[src/design/ocu_pkg.sv]
// ocu_pkg: shared types, widths and tables for the orbit camera update block
// no dependencies; used by ocu_cordic and orbit_camera_update_top
`timescale 1ns / 1ps

package ocu_pkg;

  // item operation codes
  typedef enum logic [1:0] {
    MODE_ORBIT = 2'd0,
    MODE_PAN   = 2'd1,
    MODE_RESET = 2'd2
  } mode_t;

  // sine and cosine in q1.14, clamped to +/-1.0
  localparam int TRIG_W   = 16;
  localparam int TRIG_ONE = 16384;

  typedef struct packed {
    logic signed [TRIG_W-1:0] sin_q;
    logic signed [TRIG_W-1:0] cos_q;
  } trig_t;

  // cordic datapath: q30 vector, angle with 32 bits per turn
  localparam int XY_W       = 33;
  localparam int Z_W        = 34;
  localparam int ATAN_LEN   = 24;
  localparam int ATAN_IDX_W = 5;
  localparam int ATAN_W     = 30;
  localparam logic signed [XY_W-1:0] CORDIC_GAIN_Q30 = 33'sd652032874;

  // shared multiplier and delta accumulator
  localparam int MUL_A_W = 32;
  localparam int MUL_B_W = 30;
  localparam int PROD_W  = MUL_A_W + MUL_B_W;
  localparam int ACC_W   = PROD_W;
  localparam int ACC_FRAC = 28;

  // arctangent of 2^-i in 32-bit turn units
  function automatic logic [ATAN_W-1:0] atan_turn(input logic [ATAN_IDX_W-1:0] idx);
    logic [ATAN_W-1:0] v;
    case (idx)
      5'd0:    v = 30'd536870912;
      5'd1:    v = 30'd316933406;
      5'd2:    v = 30'd167458907;
      5'd3:    v = 30'd85004756;
      5'd4:    v = 30'd42667331;
      5'd5:    v = 30'd21354465;
      5'd6:    v = 30'd10679838;
      5'd7:    v = 30'd5340245;
      5'd8:    v = 30'd2670163;
      5'd9:    v = 30'd1335087;
      5'd10:   v = 30'd667544;
      5'd11:   v = 30'd333772;
      5'd12:   v = 30'd166886;
      5'd13:   v = 30'd83443;
      5'd14:   v = 30'd41722;
      5'd15:   v = 30'd20861;
      5'd16:   v = 30'd10430;
      5'd17:   v = 30'd5215;
      5'd18:   v = 30'd2608;
      5'd19:   v = 30'd1304;
      5'd20:   v = 30'd652;
      5'd21:   v = 30'd326;
      5'd22:   v = 30'd163;
      5'd23:   v = 30'd81;
      default: v = '0;
    endcase
    return v;
  endfunction

  // round half up from q30 to q1.14 and clamp to +/-1.0
  function automatic logic signed [TRIG_W-1:0] to_q14(input logic signed [XY_W-1:0] v);
    logic signed [XY_W:0]    s;
    logic signed [XY_W-16:0] r;
    logic signed [TRIG_W-1:0] q;
    s = (XY_W+1)'(v) + (XY_W+1)'(32768);
    r = s[XY_W:16];
    if (r > (XY_W-15)'(TRIG_ONE)) begin
      q = TRIG_W'(TRIG_ONE);
    end else if (r < -(XY_W-15)'(TRIG_ONE)) begin
      q = -TRIG_W'(TRIG_ONE);
    end else begin
      q = r[TRIG_W-1:0];
    end
    return q;
  endfunction

endpackage

[src/design/ocu_cordic.sv]
// ocu_cordic: iterative rotation-mode cordic, one micro-rotation per cycle
// depends on ocu_pkg (widths, arctangent table, q1.14 rounding)
`timescale 1ns / 1ps

module ocu_cordic #(
  parameter int STEPS      = 16,
  parameter int ANGLE_BITS = 16
) (
  input  logic                  clk,
  input  logic                  rst,
  input  logic                  start,
  input  logic [ANGLE_BITS-1:0] angle,
  output logic                  done,
  output ocu_pkg::trig_t        trig
);

  localparam int CNT_W  = $clog2(STEPS);
  localparam int ZERO_W = 32 - ANGLE_BITS;

  typedef enum logic [1:0] {C_IDLE, C_ITER, C_FLIP, C_ROUND} cstate_t;

  cstate_t                            state;
  logic [CNT_W-1:0]                   cnt;
  logic                               flip;
  logic signed [ocu_pkg::XY_W-1:0]    x;
  logic signed [ocu_pkg::XY_W-1:0]    y;
  logic signed [ocu_pkg::Z_W-1:0]     z;

  logic [31:0]                        u_c;
  logic [31:0]                        quarter;
  logic                               flip_c;
  logic [31:0]                        u_f;
  logic signed [ocu_pkg::Z_W-1:0]     z0;
  logic signed [ocu_pkg::XY_W-1:0]    x_sh;
  logic signed [ocu_pkg::XY_W-1:0]    y_sh;
  logic signed [ocu_pkg::Z_W-1:0]     atan_z;
  logic signed [ocu_pkg::XY_W-1:0]    x_next;
  logic signed [ocu_pkg::XY_W-1:0]    y_next;
  logic signed [ocu_pkg::Z_W-1:0]     z_next;

  // fold the angle into the right half plane, then one micro-rotation
  always_comb begin
    u_c     = {angle, {ZERO_W{1'b0}}};
    quarter = u_c + 32'h4000_0000;
    flip_c  = quarter[31];
    u_f     = flip_c ? {~u_c[31], u_c[30:0]} : u_c;
    z0      = ocu_pkg::Z_W'(signed'(u_f));
    x_sh    = x >>> cnt;
    y_sh    = y >>> cnt;
    atan_z  = signed'(ocu_pkg::Z_W'(ocu_pkg::atan_turn(ocu_pkg::ATAN_IDX_W'(cnt))));
    if (z[ocu_pkg::Z_W-1]) begin
      x_next = x + y_sh;
      y_next = y - x_sh;
      z_next = z + atan_z;
    end else begin
      x_next = x - y_sh;
      y_next = y + x_sh;
      z_next = z - atan_z;
    end
  end

  // sequencer and vector registers
  always_ff @(posedge clk) begin
    if (rst) begin
      state <= C_IDLE;
      done  <= 1'b0;
      cnt   <= '0;
    end else begin
      done <= 1'b0;
      unique case (state)
        C_IDLE: begin
          if (start) begin
            x     <= ocu_pkg::CORDIC_GAIN_Q30;
            y     <= '0;
            z     <= z0;
            flip  <= flip_c;
            cnt   <= '0;
            state <= C_ITER;
          end
        end
        C_ITER: begin
          x <= x_next;
          y <= y_next;
          z <= z_next;
          if (cnt == CNT_W'(STEPS - 1)) begin
            state <= C_FLIP;
          end else begin
            cnt <= cnt + CNT_W'(1);
          end
        end
        C_FLIP: begin
          if (flip) begin
            x <= -x;
            y <= -y;
          end
          state <= C_ROUND;
        end
        C_ROUND: begin
          trig.sin_q <= ocu_pkg::to_q14(y);
          trig.cos_q <= ocu_pkg::to_q14(x);
          done       <= 1'b1;
          state      <= C_IDLE;
        end
        default: state <= C_IDLE;
      endcase
    end
  end

  // start is only honoured when idle, so a busy start is a sequencing slip
  a_start_idle: assert property (@(posedge clk) disable iff (rst)
    start |-> (state == C_IDLE))
    else $error("cordic start while busy");

  // done follows the rounding cycle and nothing else
  a_done_round: assert property (@(posedge clk) disable iff (rst)
    done |-> $past(state) == C_ROUND)
    else $error("cordic done without rounding");

  // results stay within +/-1.0 in q1.14
  a_trig_range: assert property (@(posedge clk) disable iff (rst)
    done |-> (trig.sin_q <= 16'sd16384 && trig.sin_q >= -16'sd16384 &&
              trig.cos_q <= 16'sd16384 && trig.cos_q >= -16'sd16384))
    else $error("cordic result out of range");

endmodule

[src/design/orbit_camera_update_top.sv]
// orbit camera update: yaw, pitch and focus point, one result per transfer.
// orbit, reset and the unused mode: the transfer moves to the completion state, which then loads the result.
// pan: two runs on one shared cordic (yaw, then pitch), then the multiply steps M_SYSP to
// M_MVY and the completion state that loads the result.
// the next transfer is taken once the result is loaded; an unaccepted result holds it off.
// sync reset clears the sequencer, valid flags, angles and focus point.
`timescale 1ns / 1ps

module orbit_camera_update_top #(
  parameter int CORDIC_STEPS  = 16,
  parameter int ANGLE_BITS    = 16,
  parameter int POSITION_BITS = 32
) (
  input  logic               clk,
  input  logic               rst,
  input  logic               item_valid,
  output logic               item_ready,
  input  logic [1:0]         mode,
  input  logic signed [15:0] yaw_step,
  input  logic signed [15:0] pitch_step,
  input  logic signed [31:0] pan_right,
  input  logic signed [31:0] pan_up,
  output logic               result_valid,
  input  logic               result_ready,
  output logic [15:0]        yaw_out,
  output logic signed [14:0] pitch_out,
  output logic signed [31:0] focus_x,
  output logic signed [31:0] focus_y,
  output logic signed [31:0] focus_z
);

  localparam int PS_W  = (ANGLE_BITS > 16 ? ANGLE_BITS : 16) + 1;
  localparam int YX_W  = ANGLE_BITS > 16 ? ANGLE_BITS : 16;
  localparam int PX_W  = ANGLE_BITS > 15 ? ANGLE_BITS : 15;
  localparam int FX_W  = POSITION_BITS > 32 ? POSITION_BITS : 32;
  localparam int DQ_W  = ocu_pkg::ACC_W - ocu_pkg::ACC_FRAC;
  localparam int SUM_W = (POSITION_BITS > DQ_W ? POSITION_BITS : DQ_W) + 1;
  localparam int TW    = ocu_pkg::TRIG_W;
  localparam int AW    = ocu_pkg::MUL_A_W;
  localparam int BW    = ocu_pkg::MUL_B_W;

  localparam logic signed [PS_W-1:0] PITCH_LIMIT =
    PS_W'((89 * (2 ** ANGLE_BITS) + 180) / 360);
  localparam logic signed [ocu_pkg::ACC_W-1:0] ROUND_HALF =
    ocu_pkg::ACC_W'(2 ** (ocu_pkg::ACC_FRAC - 1));
  localparam logic signed [SUM_W-1:0] POS_ONE = SUM_W'(1);
  localparam logic signed [SUM_W-1:0] POS_MAX = (POS_ONE <<< (POSITION_BITS - 1)) - POS_ONE;
  localparam logic signed [SUM_W-1:0] POS_MIN = ~POS_MAX;

  typedef enum logic [2:0] {S_IDLE, S_CYAW, S_CPIT, S_MAC, S_DONE} state_t;

  // the steps of the multiply and accumulate sequence, in order
  typedef enum logic [3:0] {
    M_SYSP, M_CYSP, M_DXCY, M_DYSS, M_DXSY, M_DYCS, M_DYCP, M_MVZ, M_MVY
  } mstep_t;

  state_t                            state;
  mstep_t                            step;
  mstep_t                            step_next;

  logic [ANGLE_BITS-1:0]             yaw;
  logic signed [ANGLE_BITS-1:0]      pitch;
  logic signed [POSITION_BITS-1:0]   px;
  logic signed [POSITION_BITS-1:0]   py;
  logic signed [POSITION_BITS-1:0]   pz;

  logic signed [31:0]                dx;
  logic signed [31:0]                dy;
  logic signed [TW-1:0]              sy;
  logic signed [TW-1:0]              cy;
  logic signed [TW-1:0]              sp;
  logic signed [TW-1:0]              cp;
  logic signed [BW-1:0]              ssp;
  logic signed [BW-1:0]              csp;
  logic signed [ocu_pkg::PROD_W-1:0] prod;
  logic signed [ocu_pkg::ACC_W-1:0]  acc;

  logic                              cs_start;
  logic [ANGLE_BITS-1:0]             cs_angle;
  logic                              cs_done;
  ocu_pkg::trig_t                    cs_trig;

  logic                              item_xfer;
  logic [ANGLE_BITS-1:0]             yaw_sum;
  logic signed [PS_W-1:0]            pitch_sum;
  logic signed [PS_W-1:0]            pitch_clamp;
  logic signed [AW-1:0]              mul_a;
  logic signed [BW-1:0]              mul_b;
  logic signed [ocu_pkg::PROD_W-1:0] prod_c;
  logic signed [ocu_pkg::ACC_W-1:0]  prod_sh;
  logic signed [POSITION_BITS-1:0]   mv_pos;
  logic signed [SUM_W-1:0]           mv_sum;
  logic signed [POSITION_BITS-1:0]   mv_res;
  logic signed [FX_W-1:0]            px_wide;
  logic signed [FX_W-1:0]            py_wide;
  logic signed [FX_W-1:0]            pz_wide;
  logic [YX_W-1:0]                   yaw_wide;
  logic signed [PX_W-1:0]            pitch_wide;

  assign item_ready = (state == S_IDLE);
  assign item_xfer  = item_valid && item_ready;

  // shared cordic for yaw then pitch
  ocu_cordic #(
    .STEPS      (CORDIC_STEPS),
    .ANGLE_BITS (ANGLE_BITS)
  ) u_cordic (
    .clk   (clk),
    .rst   (rst),
    .start (cs_start),
    .angle (cs_angle),
    .done  (cs_done),
    .trig  (cs_trig)
  );

  // orbit arithmetic: wrapping yaw, clamped pitch
  always_comb begin
    yaw_sum   = yaw + ANGLE_BITS'(yaw_step);
    pitch_sum = PS_W'(pitch) + PS_W'(pitch_step);
    if (pitch_sum > PITCH_LIMIT) begin
      pitch_clamp = PITCH_LIMIT;
    end else if (pitch_sum < -PITCH_LIMIT) begin
      pitch_clamp = -PITCH_LIMIT;
    end else begin
      pitch_clamp = pitch_sum;
    end
  end

  // multiplier operands, mover target and step sequence
  always_comb begin
    mul_a     = '0;
    mul_b     = '0;
    mv_pos    = py;
    step_next = step;
    unique case (step)
      M_SYSP: begin
        mul_a = AW'(sy);
        mul_b = BW'(sp);
        step_next = M_CYSP;
      end
      M_CYSP: begin
        mul_a = AW'(cy);
        mul_b = BW'(sp);
        step_next = M_DXCY;
      end
      M_DXCY: begin
        mul_a = dx;
        mul_b = BW'(cy);
        step_next = M_DYSS;
      end
      M_DYSS: begin
        mul_a = dy;
        mul_b = ssp;
        step_next = M_DXSY;
      end
      M_DXSY: begin
        mul_a = dx;
        mul_b = BW'(sy);
        step_next = M_DYCS;
      end
      M_DYCS: begin
        mul_a  = dy;
        mul_b  = csp;
        mv_pos = px;
        step_next = M_DYCP;
      end
      M_DYCP: begin
        mul_a = dy;
        mul_b = BW'(cp);
        step_next = M_MVZ;
      end
      M_MVZ: begin
        mv_pos = pz;
        step_next = M_MVY;
      end
      M_MVY: begin
        mv_pos = py;
        step_next = M_SYSP;
      end
      default: step_next = M_SYSP;
    endcase
  end

  // product, scaled product and saturating move of one coordinate
  always_comb begin
    prod_c  = ocu_pkg::PROD_W'(mul_a) * ocu_pkg::PROD_W'(mul_b);
    prod_sh = prod <<< 14;
    mv_sum  = SUM_W'(mv_pos) +
              SUM_W'(signed'(acc[ocu_pkg::ACC_W-1:ocu_pkg::ACC_FRAC]));
    if (mv_sum > POS_MAX) begin
      mv_res = POS_MAX[POSITION_BITS-1:0];
    end else if (mv_sum < POS_MIN) begin
      mv_res = POS_MIN[POSITION_BITS-1:0];
    end else begin
      mv_res = mv_sum[POSITION_BITS-1:0];
    end
  end

  // result field views of the state
  always_comb begin
    yaw_wide   = YX_W'(yaw);
    pitch_wide = PX_W'(pitch);
    px_wide    = FX_W'(px);
    py_wide    = FX_W'(py);
    pz_wide    = FX_W'(pz);
  end

  // sequencer, camera state and result register
  always_ff @(posedge clk) begin
    if (rst) begin
      state        <= S_IDLE;
      step         <= M_SYSP;
      cs_start     <= 1'b0;
      result_valid <= 1'b0;
      yaw          <= '0;
      pitch        <= '0;
      px           <= '0;
      py           <= '0;
      pz           <= '0;
    end else begin
      cs_start <= 1'b0;
      if (result_valid && result_ready && state != S_DONE) begin
        result_valid <= 1'b0;
      end
      unique case (state)
        S_IDLE: begin
          if (item_xfer) begin
            unique case (mode)
              ocu_pkg::MODE_ORBIT: begin
                yaw   <= yaw_sum;
                pitch <= pitch_clamp[ANGLE_BITS-1:0];
                state <= S_DONE;
              end
              ocu_pkg::MODE_PAN: begin
                dx       <= pan_right;
                dy       <= pan_up;
                cs_start <= 1'b1;
                cs_angle <= yaw;
                state    <= S_CYAW;
              end
              ocu_pkg::MODE_RESET: begin
                yaw   <= '0;
                pitch <= '0;
                px    <= '0;
                py    <= '0;
                pz    <= '0;
                state <= S_DONE;
              end
              default: state <= S_DONE;
            endcase
          end
        end
        S_CYAW: begin
          if (cs_done) begin
            sy       <= cs_trig.sin_q;
            cy       <= cs_trig.cos_q;
            cs_start <= 1'b1;
            cs_angle <= pitch;
            state    <= S_CPIT;
          end
        end
        S_CPIT: begin
          if (cs_done) begin
            sp    <= cs_trig.sin_q;
            cp    <= cs_trig.cos_q;
            step  <= M_SYSP;
            state <= S_MAC;
          end
        end
        S_MAC: begin
          prod <= prod_c;
          step <= step_next;
          unique case (step)
            M_SYSP: ;
            M_CYSP: ssp <= prod[BW-1:0];
            M_DXCY: csp <= prod[BW-1:0];
            M_DYSS: acc <= prod_sh + ROUND_HALF;
            M_DXSY: acc <= acc + prod;
            M_DYCS: begin
              px  <= mv_res;
              acc <= ROUND_HALF - prod_sh;
            end
            M_DYCP: acc <= acc + prod;
            M_MVZ: begin
              pz  <= mv_res;
              acc <= prod_sh + ROUND_HALF;
            end
            M_MVY: begin
              py    <= mv_res;
              state <= S_DONE;
            end
            default: ;
          endcase
        end
        S_DONE: begin
          if (!result_valid || result_ready) begin
            yaw_out      <= yaw_wide[15:0];
            pitch_out    <= pitch_wide[14:0];
            focus_x      <= px_wide[31:0];
            focus_y      <= py_wide[31:0];
            focus_z      <= pz_wide[31:0];
            result_valid <= 1'b1;
            state        <= S_IDLE;
          end
        end
        default: state <= S_IDLE;
      endcase
    end
  end

  // pitch never leaves the clamp range
  a_pitch_range: assert property (@(posedge clk) disable iff (rst)
    (PS_W'(pitch) <= PITCH_LIMIT) && (PS_W'(pitch) >= -PITCH_LIMIT))
    else $error("pitch outside clamp range");

  // a pan transfer launches the yaw cordic run
  a_pan_start: assert property (@(posedge clk) disable iff (rst)
    (item_xfer && mode == ocu_pkg::MODE_PAN) |=> (cs_start && state == S_CYAW))
    else $error("pan did not start cordic");

  // cordic results only arrive while they are awaited
  a_cordic_awaited: assert property (@(posedge clk) disable iff (rst)
    cs_done |-> (state == S_CYAW || state == S_CPIT))
    else $error("unexpected cordic result");

  // a new result is only raised from the completion state
  a_result_source: assert property (@(posedge clk) disable iff (rst)
    $rose(result_valid) |-> $past(state) == S_DONE)
    else $error("result raised outside completion");

endmodule
[config.mk]
export PLATFORM = sky130hd
export DESIGN_NAME = orbit_camera_update_top
export DESIGN_NICKNAME = d
export VERILOG_FILES = /design/src/design/ocu_pkg.sv /design/src/design/ocu_cordic.sv /design/src/design/orbit_camera_update_top.sv
export SDC_FILE = /design/constraint.sdc
export NUM_CORES = 2
export LEC_CHECK = 0
export ABC_CLOCK_PERIOD_IN_PS = 30400
export BUFFER_PORTS_ARGS = -buffer_cell sky130_fd_sc_hd__buf_2
export CAP_MARGIN = 20
export CELL_PAD_IN_SITES_DETAIL_PLACEMENT = 0
export CELL_PAD_IN_SITES_GLOBAL_PLACEMENT = 1
export CORE_ASPECT_RATIO = 0.5
export CORE_MARGIN = 2
export CORE_UTILIZATION = 50
export DETAILED_ROUTE_END_ITERATION = 16
export PLACE_DENSITY = 0.86
export REMOVE_ABC_BUFFERS = 1
export SLEW_MARGIN = 20
export SYNTH_ARGS = -nofsm -noshare
export SYNTH_HDL_FRONTEND = slang
export SYNTH_SLANG_ARGS = --single-unit
[constraint.sdc]
create_clock -name clk -period 30.4 [get_ports clk]
set_input_delay 6.08 -clock clk [delete_from_list [all_inputs] [get_ports clk]]
set_output_delay 6.08 -clock clk [all_outputs]
set_load 0.05 [all_outputs]
==> key figures <==
Die
  • Row count: 104
  • Vertical extent of the die: 290 um
  • Count of pins on the block boundary: 231
  • Die Width: 576 um
  • Area of the die: 167000 um^2
  • Area of the placeable core: 161000 um^2
  • Initial Utilization: 50.6%

Clocking
  • Number of hold buffers added after CTS: 0
  • Count of instances resized after the clock tree is built: 0
  • Clock tree from TritonCTS: built
  • Clk Tree Root Cell: sky130_fd_sc_hd__clkbuf_16
  • Total CTS buffers: 76
  • H-Tree Level Count: 3
  • Sinks on the clock net: 762
  • Source-to-sink clock delay at the later pin of the worst-skew pair: 0.70 ns
  • CTS max path bufs: 3
  • Clock transition at the registers of the reported paths: 0.06 ns
  • Post-CTS setup buffers: 0

Route
  • Detailed Routing Iterations Pass 1: 6
  • Detailed-route vias per instance: 5.89
  • Detailed Route WL: 243000 um
  • Total number of vias: 63800
  • Count of nets left with antenna violations after detail routing: 0
  • Wirelength per Cell: 22.4 um
  • Iteration-0 DRC count of the detailed router: 6559
  • DRC errors left: 0

Worst setup path
  • Capturing point of the worst reg2reg path: prod[55]$_DFFE_PP_
  • Slowest cell on the critical path: sky130_fd_sc_hd__a221o_1
  • Category of the worst setup path launch point: register
  • Endpoint type of the worst setup path: register
  • Critical Path AT: 11.54 ns
  • Critical path class: reg -> reg
  • Crit path top cell by count: sky130_fd_sc_hd__fa_1
  • Critical path required time: 30.79 ns
  • Register-to-Register Setup Slack: 19.25 ns
  • CP max stage delay: 0.99 ns
  • Worst-path fanout max: 36
  • Number of cells on the worst reg-to-reg path: 30
  • Source of the worst register-to-register timing path: step[1]$_SDFFE_PP0P_

Place
  • Worst slack at placement: 19.28 ns
  • Input/output buffers: 230
  • Placer's final routability congestion estimate: 1.00
  • Post-DP HPWL: 184000 um
  • Instance area after placement: 85200 um^2

Synth
  • Synth Area per Inst: 9.52 um^2
  • Library cells used by synthesis: 108
  • Post-synthesis register bit count: 762
  • Count of flip-flops with a built-in enable after synthesis: 588
  • Prevailing post-synth register cell: sky130_fd_sc_hd__edfxtp_1
  • Synthesized area: 81700 um^2
  • Sequential cell area fraction in the yosys report: 25.9%
  • Post-synthesis instance total: 8579
  • Synth warn: 0
  • Proportion of register bits with asynchronous set or reset after synthesis: 0%

Min path
  • Worst min path class: reg -> reg
  • Startpoint of the worst hold path: u_cordic.trig[9]$_SDFFCE_PP0P_
  • WHS Endpoint: cp[9]$_DFFE_PP_
  • Hold path depth: 0

Global route
  • Initial antenna violation count: 6
  • Total gr overflow: 0
  • Largest net degree at the start of global routing: 76
  • Vias in the first global route: 62800
  • First-pass GRT wire length: 376000 um
  • Aggregate global-route resource usage: 29.1%

Cells and area
  • Fraction of final layout cells sized beyond drive strength 1: 9.16%
  • Post-route cell area: 87900 um^2
  • Utilization after layout: 54.4%
  • Net count reported at finish: 10100
  • Layout Area Growth over Synthesis: 7.61%

Timing
  • RSZ-0062 raised after global routing: false
  • WHS: 0.447 ns
  • Hold Violations, Final: 0
  • Final setup TNS: 0 ns
  • Final Skew: 0.0497 ns
  • Finish-stage setup viols: 0
  • Max-Slew Margin vs Limit: 19.5%
  • Tcrit/Tclk final: 36.7%
  • Post-route setup slack: 19.25 ns
  • Time the worst path needs with I/O delays and setup: 11.15 ns
  • Total count of max-transition violations in the final report: 0
  • Highest attainable clock frequency: 0.0897 GHz
  • Tightest Pin Transition: 1.21 ns

Power
  • Peak supply drop: 0.118 mV
  • Power per Cell Area: 72.0 nW/um^2
  • Pleak: 38.8 nW

Outcome
  • Result of the run: finished, final reports clean

Job
  • Maxcap violations: 0
-- how the worst max path moves through the flow --
stage,start,to,slack [ns],cells past startpoint
3_5_place_dp,step[1]$_SDFFE_PP0P_,prod[55]$_DFFE_PP_,19.28,30
5_1_grt,step[1]$_SDFFE_PP0P_,prod[60]$_DFFE_PP_,18.75,34
6_report,step[1]$_SDFFE_PP0P_,prod[55]$_DFFE_PP_,19.25,30
2_1_floorplan,rst,u_cordic.x[0]$_DFFE_PP_,13.29,1
3_3_place_gp,step[1]$_SDFFE_PP0P_,prod[55]$_DFFE_PP_,19.47,30
4_1_cts,step[1]$_SDFFE_PP0P_,prod[55]$_DFFE_PP_,19.23,30
-- cell usage after synthesis (38+ instances only) --
master                     count  area (um^2)
sky130_fd_sc_hd__a21o_1      164         1230
sky130_fd_sc_hd__a21oi_1     381         1910
sky130_fd_sc_hd__mux4_2       56         1260
sky130_fd_sc_hd__nor2_1      853         3200
sky130_fd_sc_hd__a22oi_1      57          428
sky130_fd_sc_hd__a221oi_1    100          876
sky130_fd_sc_hd__nand4_1      49          307
sky130_fd_sc_hd__mux2i_1      57          571
sky130_fd_sc_hd__ha_1        426         5330
sky130_fd_sc_hd__nand2_1    1003         3760
sky130_fd_sc_hd__nor3_1      102          510
sky130_fd_sc_hd__edfxtp_1    588        17700
sky130_fd_sc_hd__clkbuf_1    364         1370
sky130_fd_sc_hd__o21ai_0     295         1480
sky130_fd_sc_hd__nor4_1       38          238
sky130_fd_sc_hd__fa_1       1021        20400
sky130_fd_sc_hd__and3_1       48          300
sky130_fd_sc_hd__inv_1      1199         4500
sky130_fd_sc_hd__a31oi_1      61          382
sky130_fd_sc_hd__o22ai_1      44          275
sky130_fd_sc_hd__and2_1       75          469
sky130_fd_sc_hd__dfxtp_1     174         3480
sky130_fd_sc_hd__nand2b_1     39          244
sky130_fd_sc_hd__a221o_1      80          801
sky130_fd_sc_hd__xnor2_1     285         2500
sky130_fd_sc_hd__nand3_1     100          500
sky130_fd_sc_hd__mux2_2       65          732
sky130_fd_sc_hd__xor2_1      177         1550
sky130_fd_sc_hd__nor2b_1      51          319
sky130_fd_sc_hd__o21bai_1     43          323
-- metal layers --
metal / share of wire (%) / track usage [%] / vias to the layer above
met5: 0.0074 / 0 / -
met4: 3.5 / 8.98 / 2
met3: 11 / 7.40 / 455
met2: 43 / 43.5 / 3061
met1: 43 / 41.5 / 31500
li1: - / - / 28800
-- sequential cells by signal (all words and copies together), names as in the netlist, 33 cells and up --
name and flops:
u_cordic.z 34, u_cordic.x 33, prod 62, acc 62
u_cordic.y 33
-- critical path: cells and delay by family, from the launching register on --
| kind | cells | cell delay (ns) |
|---|---|---|
| flip-flops | 1 | 0.34 |
| AO/OA/AOI/OAI | 7 | 3.47 |
| adder cells (fa/ha/maj) | 9 | 4.39 |
| buffers and inverters | 8 | 1.44 |
| XOR/XNOR | 1 | 0.10 |
| AND/OR/NAND/NOR | 5 | 1.10 |
-- layout by cell type (no fill, tap or decap), types with 57 or more instances in the layout --
| cell | Yosys | layout |
|---|---|---|
| sky130_fd_sc_hd__a21o_1 | 164 | 163 |
| sky130_fd_sc_hd__a21oi_1 | 381 | 376 |
| sky130_fd_sc_hd__a221o_1 | 80 | 72 |
| sky130_fd_sc_hd__a221oi_1 | 100 | 78 |
| sky130_fd_sc_hd__a22oi_1 | 57 | 57 |
| sky130_fd_sc_hd__a31oi_1 | 61 | 61 |
| sky130_fd_sc_hd__and2_1 | 75 | 76 |
| sky130_fd_sc_hd__buf_2 | 21 | 230 |
| sky130_fd_sc_hd__buf_4 | 9 | 151 |
| sky130_fd_sc_hd__clkbuf_16 | 0 | 79 |
| sky130_fd_sc_hd__dfxtp_1 | 174 | 170 |
| sky130_fd_sc_hd__edfxtp_1 | 588 | 588 |
| sky130_fd_sc_hd__fa_1 | 1021 | 1021 |
| sky130_fd_sc_hd__ha_1 | 426 | 424 |
| sky130_fd_sc_hd__inv_1 | 1199 | 1198 |
| sky130_fd_sc_hd__mux2_2 | 65 | 65 |
| sky130_fd_sc_hd__mux2i_1 | 57 | 57 |
| sky130_fd_sc_hd__nand2_1 | 1003 | 1002 |
| sky130_fd_sc_hd__nand3_1 | 100 | 100 |
| sky130_fd_sc_hd__nor2_1 | 853 | 844 |
| sky130_fd_sc_hd__nor3_1 | 102 | 100 |
| sky130_fd_sc_hd__o21ai_0 | 295 | 294 |
| sky130_fd_sc_hd__xnor2_1 | 285 | 285 |
| sky130_fd_sc_hd__xor2_1 | 177 | 177 |
-- per-stage QoR --
stage | power (mW) | std cells
after CTS | 6.30 | 10800
after global routing | 6.84 | 10800
final | 6.32 | 10800
after floorplan | 4.33 | 8136
after detailed placement | 5.27 | 10700
after global placement | 5.24 | 10700
-- kinds of logic (layout without fill, tap and decap cells) --
family                     after synthesis  in the layout  synth area share [%]
muxes                                  189            189                  3.39
AOI/OAI and AO/OA                     1546           1546                  12.7
other                                    0              3                     0
and+or+nand+nor                       2526           2526                  13.7
buffers and inverters                 1647           1727                  7.81
adders and majority gates             1447           1447                  31.5
xor gates and xnor gates               462            462                  4.95
DFF                                    762            762                  25.9
-- cell type report --
cell class | instances | area (um^2)
Multi-Input combinational cell | 6170 | 54600
Timing Repair Buffer | 382 | 2300
Clock inverter | 44 | 520
Clock buffer | 97 | 2100
Sequential cell | 762 | 21100
Tap cell | 2173 | 2720
Inverter | 1204 | 4520
Fill cell | 14300 | 73600
Antenna cell | 3 | 7.51
-- power by group --
group          switching, mW  total, mW  internal (mW)
Clock                  0.439       1.01          0.566
Sequential            0.0774       1.41           1.33
Combinational           2.29       3.91           1.62
Power figures use the tool's default switching activity.
